## config.mk

```make
export PLATFORM = sky130hd
export DESIGN_NAME = lzw_packer
export DESIGN_NICKNAME = d
export VERILOG_FILES = /design/src/rtl/lzw_pkg.sv /design/src/rtl/lzw_packer.sv
export SDC_FILE = /design/constraint.sdc
export NUM_CORES = 1
export LEC_CHECK = 0
export ABC_AREA = 1
export BUFFER_PORTS_ARGS = -buffer_cell sky130_fd_sc_hd__buf_4
export CORE_ASPECT_RATIO = 0.5
export CORE_MARGIN = 2
export CORE_UTILIZATION = 50
export CTS_BUF_LIST = sky130_fd_sc_hd__clkbuf_8 sky130_fd_sc_hd__clkbuf_16
export CTS_CLUSTER_DIAMETER = 60
export CTS_CLUSTER_SIZE = 24
export DETAILED_ROUTE_END_ITERATION = 10
export PLACE_DENSITY = 0.73
export REMOVE_ABC_BUFFERS = 1
export SYNTH_ARGS = -nofsm -noshare
export SYNTH_HDL_FRONTEND = slang
export SYNTH_SLANG_ARGS = --single-unit
```

## constraint.sdc

```tcl
create_clock -name clk -period 2.8 [get_ports clk]
set_input_delay 0.14 -clock clk [delete_from_list [all_inputs] [get_ports clk]]
set_output_delay 0.14 -clock clk [all_outputs]
set_load 0.005 [all_outputs]
```

## src/rtl/lzw_pkg.sv

```systemverilog
`timescale 1ns / 1ps

package lzw_pkg;

    // Maximum count value of the output byte counter.
    localparam logic [30:0] COUNT_MAX = 31'h7FFF_FFFF;

    // Number of extra misses tolerated after the table is full.
    localparam int IDLE_MISSES = 1000;

    // First code handed out for a new string.
    localparam int FIRST_FREE = 256;

    // Control from the sequencer to the bit packer.
    typedef struct packed {
        logic        load;
        logic [15:0] code;
        logic        clear;
    } lzw_pack_cmd_t;

    // Status from the bit packer back to the sequencer.
    typedef struct packed {
        logic busy;
        logic halted;
    } lzw_pack_stat_t;

endpackage

```

## src/rtl/lzw_packer.sv

```systemverilog
`timescale 1ns / 1ps

module lzw_packer
    import lzw_pkg::*;
#(
    parameter int CODE_BITS = 14
)
(
    input  logic           clk,
    input  logic           rst_n,
    input  lzw_pack_cmd_t  cmd,
    input  logic           final_code,
    input  logic           last_code,
    input  logic [30:0]    max_output_bytes,
    output lzw_pack_stat_t stat,
    output logic           out_valid,
    input  logic           out_ready,
    output logic [7:0]     code_byte,
    output logic           last_of_run,
    output logic           stream_done,
    output logic           overflow,
    output logic [30:0]    bytes_so_far
);

    localparam int CNT_W = 6;

    logic [31:0]      bits_reg;
    logic [CNT_W-1:0] cnt_reg;
    logic [30:0]      count_reg;
    logic             halted_reg;
    logic             final_reg;
    logic             lastc_reg;
    logic             valid_reg;
    logic [7:0]       byte_reg;
    logic             lor_reg;
    logic             done_reg;
    logic             ovf_reg;
    logic [30:0]      bsf_reg;

    logic [31:0]      ins_bits;
    logic [30:0]      cnt_inc;
    logic             will_more;
    logic             over;
    logic             drain;

    assign stat.busy   = valid_reg || (cnt_reg >= CNT_W'(8));
    assign stat.halted = halted_reg;

    assign ins_bits = 32'(cmd.code[CODE_BITS-1:0]) << (32 - CODE_BITS - 32'(cnt_reg));
    assign cnt_inc  = (count_reg < COUNT_MAX) ? count_reg + 31'd1 : count_reg;
    assign over     = cnt_inc > max_output_bytes;
    assign will_more = (cnt_reg - CNT_W'(8)) >= CNT_W'(8);

    // A byte leaves the shift register when the output register is free or being taken.
    assign drain = !cmd.clear && !cmd.load && (cnt_reg >= CNT_W'(8))
                   && (!valid_reg || out_ready);

    assign out_valid    = valid_reg;
    assign code_byte    = byte_reg;
    assign last_of_run  = lor_reg;
    assign stream_done  = done_reg;
    assign overflow     = ovf_reg;
    assign bytes_so_far = bsf_reg;

    // Shift register accepts a code and drains one byte per cycle while the output register is free or being taken.
    always_ff @(posedge clk or negedge rst_n)
    begin
        if (!rst_n)
        begin
            bits_reg   <= '0;
            cnt_reg    <= '0;
            count_reg  <= '0;
            halted_reg <= 1'b0;
            final_reg  <= 1'b0;
            lastc_reg  <= 1'b0;
            valid_reg  <= 1'b0;
            byte_reg   <= '0;
            lor_reg    <= 1'b0;
            done_reg   <= 1'b0;
            ovf_reg    <= 1'b0;
            bsf_reg    <= '0;
        end
        else
        begin
            if (drain)
            begin
                valid_reg <= 1'b1;
            end
            else if (out_ready)
            begin
                valid_reg <= 1'b0;
            end
            if (cmd.clear)
            begin
                bits_reg   <= '0;
                cnt_reg    <= '0;
                count_reg  <= '0;
                halted_reg <= 1'b0;
            end
            else if (cmd.load)
            begin
                bits_reg  <= bits_reg | ins_bits;
                cnt_reg   <= cnt_reg + CNT_W'(CODE_BITS);
                final_reg <= final_code;
                lastc_reg <= last_code;
            end
            else if (drain)
            begin
                byte_reg  <= bits_reg[31:24];
                bsf_reg   <= cnt_inc;
                count_reg <= cnt_inc;
                if (over)
                begin
                    halted_reg <= 1'b1;
                    cnt_reg    <= '0;
                    bits_reg   <= '0;
                    lor_reg    <= 1'b1;
                    done_reg   <= 1'b1;
                    ovf_reg    <= 1'b1;
                end
                else
                begin
                    bits_reg <= bits_reg << 8;
                    cnt_reg <= cnt_reg - CNT_W'(8);
                    lor_reg <= lastc_reg && !will_more;
                    done_reg <= lastc_reg && final_reg && !will_more;
                    ovf_reg <= 1'b0;
                end
            end
        end
    end

endmodule

```

### After elaboration in Yosys (flattened, before gate mapping)

Index checks and enable logic that the tools add are counted.

* input port bits: 54
* output and inout port bits: 45
* word-level logic and storage cells: 66
* register bits: 115

* equal/unequal tests: 1
* $add $sub $neg: 4
* order comparisons: 4
* shift operators: 1
* bitwise logic cells: 3
* muxes and demuxes: 21
* reductions and logical operators: 20

Operators by type and width (count)
* two-way mux 32 bit: 4
* two-way mux 31 bit: 4
* bitwise OR 32 bit: 1
* left shift 14 x 32 -> 32 bit: 1
* adder 31 x 1 -> 31 bit, second input constant: 1
* greater-than comparator 31 bit: 1
* less-than comparator 31 bit, second input constant: 1
* two-way mux 6 bit: 4
* >= comparator 6 x 4 -> 1 bit, second input constant: 2
* two-way mux 1 bit: 9
* subtractor 5 x 6 -> 7 bit, first input constant: 1
* adder 6 x 4 -> 6 bit, second input constant: 1
* logical AND 1 bit: 6
* AND reduction 3 bit: 2
* nonzero test 2 bit: 3
* subtractor 6 x 4 -> 6 bit, second input constant: 1
* zero test 1 bit: 4
* AND reduction 2 bit: 2
* nonzero test 3 bit: 1
* logical OR 1 bit: 2
* inequality test 2 bit, second input constant: 1
* inverter 1 bit: 2

### Logic depth before layout (Yosys ltp)

* depth in word-level cells: 7
* gate-level depth with buffers: 23
* gate-level depth less buffers: 21

### Worst setup path before layout

OpenSTA, ideal clock, no wires.

* path kind: flip-flop to flip-flop
* start: register count_reg[0]
* end: register bits_reg[14]
* library setup time: 0.066 ns
* clock period less this slack: 2.760 ns
* data required time: 2.734 ns
* cell stages (with the launch flop): 21
* buffers on the path: 1
* setup slack: 0.040 ns
* data arrival time: 2.695 ns
* path through: dfrtp_1 ha_1 nand2_1 nor2_1 inv_1 nor2_1 nand2_1 xor2_1 nand2_2 ha_1 nand2_1 nor2_1 nand2_1 nor3_1 nand4_1 nand2_1 buf_2 nand3_1 nand2_1 nand2_1 nand2_1

* cells in the longest elaborated chain, start to end: 7
* elaborated cells on any way between the ends: 8
* classes of those cells: 1 x add/sub; 2 x order compare; 5 x mux

RTL lines
* start: declaration: RTL line lzw_packer.sv:29 `logic [30:0] count_reg;`
* start signal: assignment: RTL line lzw_packer.sv:111 `count_reg <= cnt_inc;`
* adder 31 x 1 -> 31 bit / less-than comparator 31 bit (equally long branches): RTL line lzw_packer.sv:50 `assign cnt_inc = (count_reg < COUNT_MAX) ? count_reg + 31'd1 : count_reg;`
* two-way mux 31 bit (*): RTL line lzw_packer.sv:50
* named net cnt_inc[28]: RTL line lzw_packer.sv:41 `logic [30:0] cnt_inc;`
* greater-than comparator 31 bit (*): RTL line lzw_packer.sv:51 `assign over = cnt_inc > max_output_bytes;`
* two-way mux 32 bit (*): RTL line lzw_packer.sv:112 `if (over)`
* two-way mux 32 bit (*): RTL line lzw_packer.sv:107 `else if (drain)`
* two-way mux 32 bit (*): RTL line lzw_packer.sv:100 `else if (cmd.load)`
* two-way mux 32 bit (*): RTL line lzw_packer.sv:93 `if (cmd.clear)`
* end signal: assignment: RTL line lzw_packer.sv:102 `bits_reg <= bits_reg | ins_bits;`
* end signal: assignment: RTL line lzw_packer.sv:123 `bits_reg <= bits_reg << 8;`
* end: declaration: RTL line lzw_packer.sv:27 `logic [31:0] bits_reg;`

The timed path passes the listed nets; every way through them passes the cells marked *. The select of a mux whose other input is x is not followed.
A chain may end at the register's enable or synchronous reset.

### Worst setup path after layout

* start: register count_reg[27]
* end: register halted_reg

* cells in the longest elaborated chain, start to end: 5
* elaborated cells on any way between the ends: 6
* classes of those cells: 1 x add/sub; 2 x order compare; 1 x mux; 2 x reduce/logical

RTL lines
* less-than comparator 31 bit: RTL line lzw_packer.sv:50
* two-way mux 31 bit: RTL line lzw_packer.sv:50
* named net cnt_inc[2]: RTL line lzw_packer.sv:41
* greater-than comparator 31 bit: RTL line lzw_packer.sv:51
* nonzero test 2 bit (no line)
* AND reduction 3 bit (no line)
* end signal: assignment: RTL line lzw_packer.sv:73 `halted_reg <= 1'b0;`
* end signal: assignment: RTL line lzw_packer.sv:98 `halted_reg <= 1'b0;`
* end signal: assignment: RTL line lzw_packer.sv:114 `halted_reg <= 1'b1;`
* end: declaration: RTL line lzw_packer.sv:30 `logic halted_reg;`

The timed path passes the listed nets, and every way through them passes these cells.

==> impl_results.md <==
* ANT cells at 0
* Setup TNS at -22.53 ns
* Reg2Reg Setup Slack at -0.73 ns
* WS Path Type: register to register
* Max-slew headroom at 53.2%
* Minimum clock period at around 3.5 ns
* Initial Util at 51.9%
* Routed wire per std cell at 17.9 um
* Clk_skew at approximately 0.015 ns
* Max reg flops at 32
* Std cell rows at 31
* Gate power share at 37.2%
* Clock Path Buffers at 2
* Achievable Freq at 283 MHz
* Post-Syn Instances at 1088
* First-pass iteration count of the detailed router at 5
* Reg power frac at 29.8%
* Clk_lat worst skew at ~0.43 ns
* Crit path capture type: register
* Status: complete, but fails checks
* GRT Resource Usage Total at 31.0%
* Hold Fails Final Rpt at 0
* Fin crit share at 126%
* PortBufs at 96
* Ys Warns at 0
* Fraction of layout cells with a size suffix above 1 at 33.7%
* Number of global-route vias before repair at 8004
* Sw frac at 39.4%
* Core area at between 10000 and 15000 um^2
* Crit-path max FO at 11
* Area delta synth->final at 45.1%
* H-tree Lvls at 4
* Routed WL at ~27000 um
* Vias at 8565
* Failing checks: negative setup slack
* Pint at 4.20 mW
* Ports at 99
* TritonCTS Sinks at 114
* Root Buffer: clkbuf_16
* Post-synth cell types at 43
* Initial antenna violation count at 0
* Final #Nets at 1406
* Post-Syn Area at 7620 um^2
* First-pass GRT wire length at 39900 um
* CP required at 3.11 ns
* Iteration-0 DRC count of the detailed router at 940
* GP Congestion at slightly above 0.9
* DRT antenna net count at 0
* Worst setup margin at -0.734 ns
* WP data arrival at about 3.9 ns
* Final setup vio count at 33
* RSZ-0062 raised after global routing: yes
* Fillers at about 1000
* Total area of sequential cells at 2860 um^2
* Max-cap violations at 0
* Die Ht at 91.3 um
* Reg clk slew, reported paths at 0.06 ns
* Net Sw Power at 2.73 mW
* Die area at 16300 um^2
* Final HPWL DP at 16200 um
* Syn Area/Cell at 7.00 um^2
* Clock Power Share at 33.0%
* Multi-input combinational cell area at 4890 um^2
* CTS tree: yes
* Final Max Slew Viols at 0
* Chip Width at between 150 and 200 um
* HP Class: input port to register
* Vias per Instance at roughly 5.6
* Num CTS Buffers at 17
* Cell Pwr Density at 627 nW/um^2
* # DRC at 0
* Sequential share of the synthesized area at a little under two fifths
* Synth Register Bits at 114
* Largest net degree at the start of global routing at around 120
* Power Total at slightly below 7 mW
* Grt ovf at 0
* Worst setup SP type: register
* Worst-Margin Slew at ~0.7 ns
* Leading cell types in the layout, fill and taps excluded: nand2_1 (370), buf_4 (229), dfrtp_1 (112), inv_1 (95), nand3_1 (78)
* Leak at between 5 and 6 nW
* Worst VDD drop at 0.711 mV
* Most common cell after layout, fill and taps aside: nand2_1
-- power groups by stage --
stage	sequential, mW	combinational [mW]	clock (mW)
finish	2.06	2.58	2.28
global route	2.09	2.87	2.37
CTS	2.05	2.46	2.27
detailed placement	2.08	2.43	0
global placement	2.07	2.38	0
floorplan	2.08	1.58	0
-- synthesized netlist by cell type, drive strengths merged --
library cell	number	share of area (%)
a31oi	1	0.082
a22oi	1	0.099
nor4	5	0.49
a21oi	43	2.8
nor2	74	4.4
o21a	2	0.20
xor2	24	2.9
dfrtp	114	37
or3	1	0.15
and3	1	0.082
inv	111	5.5
nand3	92	6.3
buf	27	2.1
nor3	18	1.3
clkinv	1	0.049
a21o	2	0.20
nand3b	3	0.30
nand2	430	22
o32ai	1	0.12
ha	39	6.4
or2	3	0.25
nand4	34	2.8
clkbuf	17	0.85
xnor2	3	0.35
o21ai	39	2.7
a2bb2oi	2	0.23
-- layer usage --
| metal | global-route usage [%] | routed length, um | vias to the layer above |
|---|---|---|---|
| li1 | - | - | 3933 |
| met1 | 43.0 | 11300 | 4023 |
| met2 | 49.7 | 12400 | 511 |
| met3 | 5.95 | 2780 | 98 |
| met4 | 7.79 | 837 | 0 |
| met5 | 0 | 0 | - |
-- layout make-up --
cell class	instances	share of cell area, %
Inverter	112	3.89
Tap cell	198	2.24
Sequential cell	114	25.8
Multi-Input combinational cell	818	44.3
Timing Repair Buffer	250	18.3
Clock buffer	20	4.22
Clock inverter	11	1.25
-- worst max-delay path: stages, from the launching register on --
cell      delay [ns]
dfrtp_1         0.38
inv_2           0.07
nor3_2          0.26
nand4_1         0.34
nor3_4          0.36
clkinv_4        0.13
buf_12          0.17
o21ai_1         0.16
ha_1            0.32
a21oi_1         0.20
nand2_1         0.08
nand2_1         0.09
nand2_1         0.06
nand2_1         0.06
nand2_1         0.05
nand2_1         0.08
nand2_2         0.09
nand2_8         0.13
buf_6           0.13
inv_6           0.04
nand2_8         0.07
buf_6           0.12
nand2_1         0.04
-- worst paths after layout --
path                                  startpoint          endpoint  cells past startpoint
max in group asynchronous                  rst_n     count_reg[10]                      3
worst min register to register  bytes_so_far[22]  bytes_so_far[22]                      2
worst max register to register     count_reg[27]        halted_reg                     22
min in group asynchronous                  rst_n         final_reg                      3
worst max-delay path               count_reg[27]        halted_reg                     22
worst min-delay path                   out_ready         out_valid                      4
-- cell families after synthesis --
group,synth area share (%)
xor gates and xnor gates,3.20
AOI/OAI and AO/OA,6.46
buffers and inverters,8.44
adders and majority gates,6.41
DFF,37.5
and+or+nand+nor,38.0
-- timing repair --
action                                  in CTS  in global routing
pin swaps                                   31                 68
gates resized for setup                     79                110
buffers inserted                            19                 18
endpoints found under the setup margin      33                 33
endpoints found under the hold margin      117                  0
hold buffers                                 4                  0
cloned                                       3                  0
-- stage by stage --
stage | hold WS, ns | cell area [um^2] | setup WS, ns | util, % | std cells
floorplan | -0.156 | 7390 | -1.66 | - | 1044
global placement | 0.266 | 9240 | -0.638 | 63.0 | 1451
detailed placement | 0.276 | 9240 | -0.658 | 63.0 | 1451
CTS | 0.00331 | 10400 | -0.369 | 71.0 | 1507
global route | 0.0521 | 11100 | -0.886 | 75.4 | 1523
finish | 0.00257 | 11100 | -0.734 | 75.4 | 1523
No activity file was read; power rests on OpenSTA's default activity.
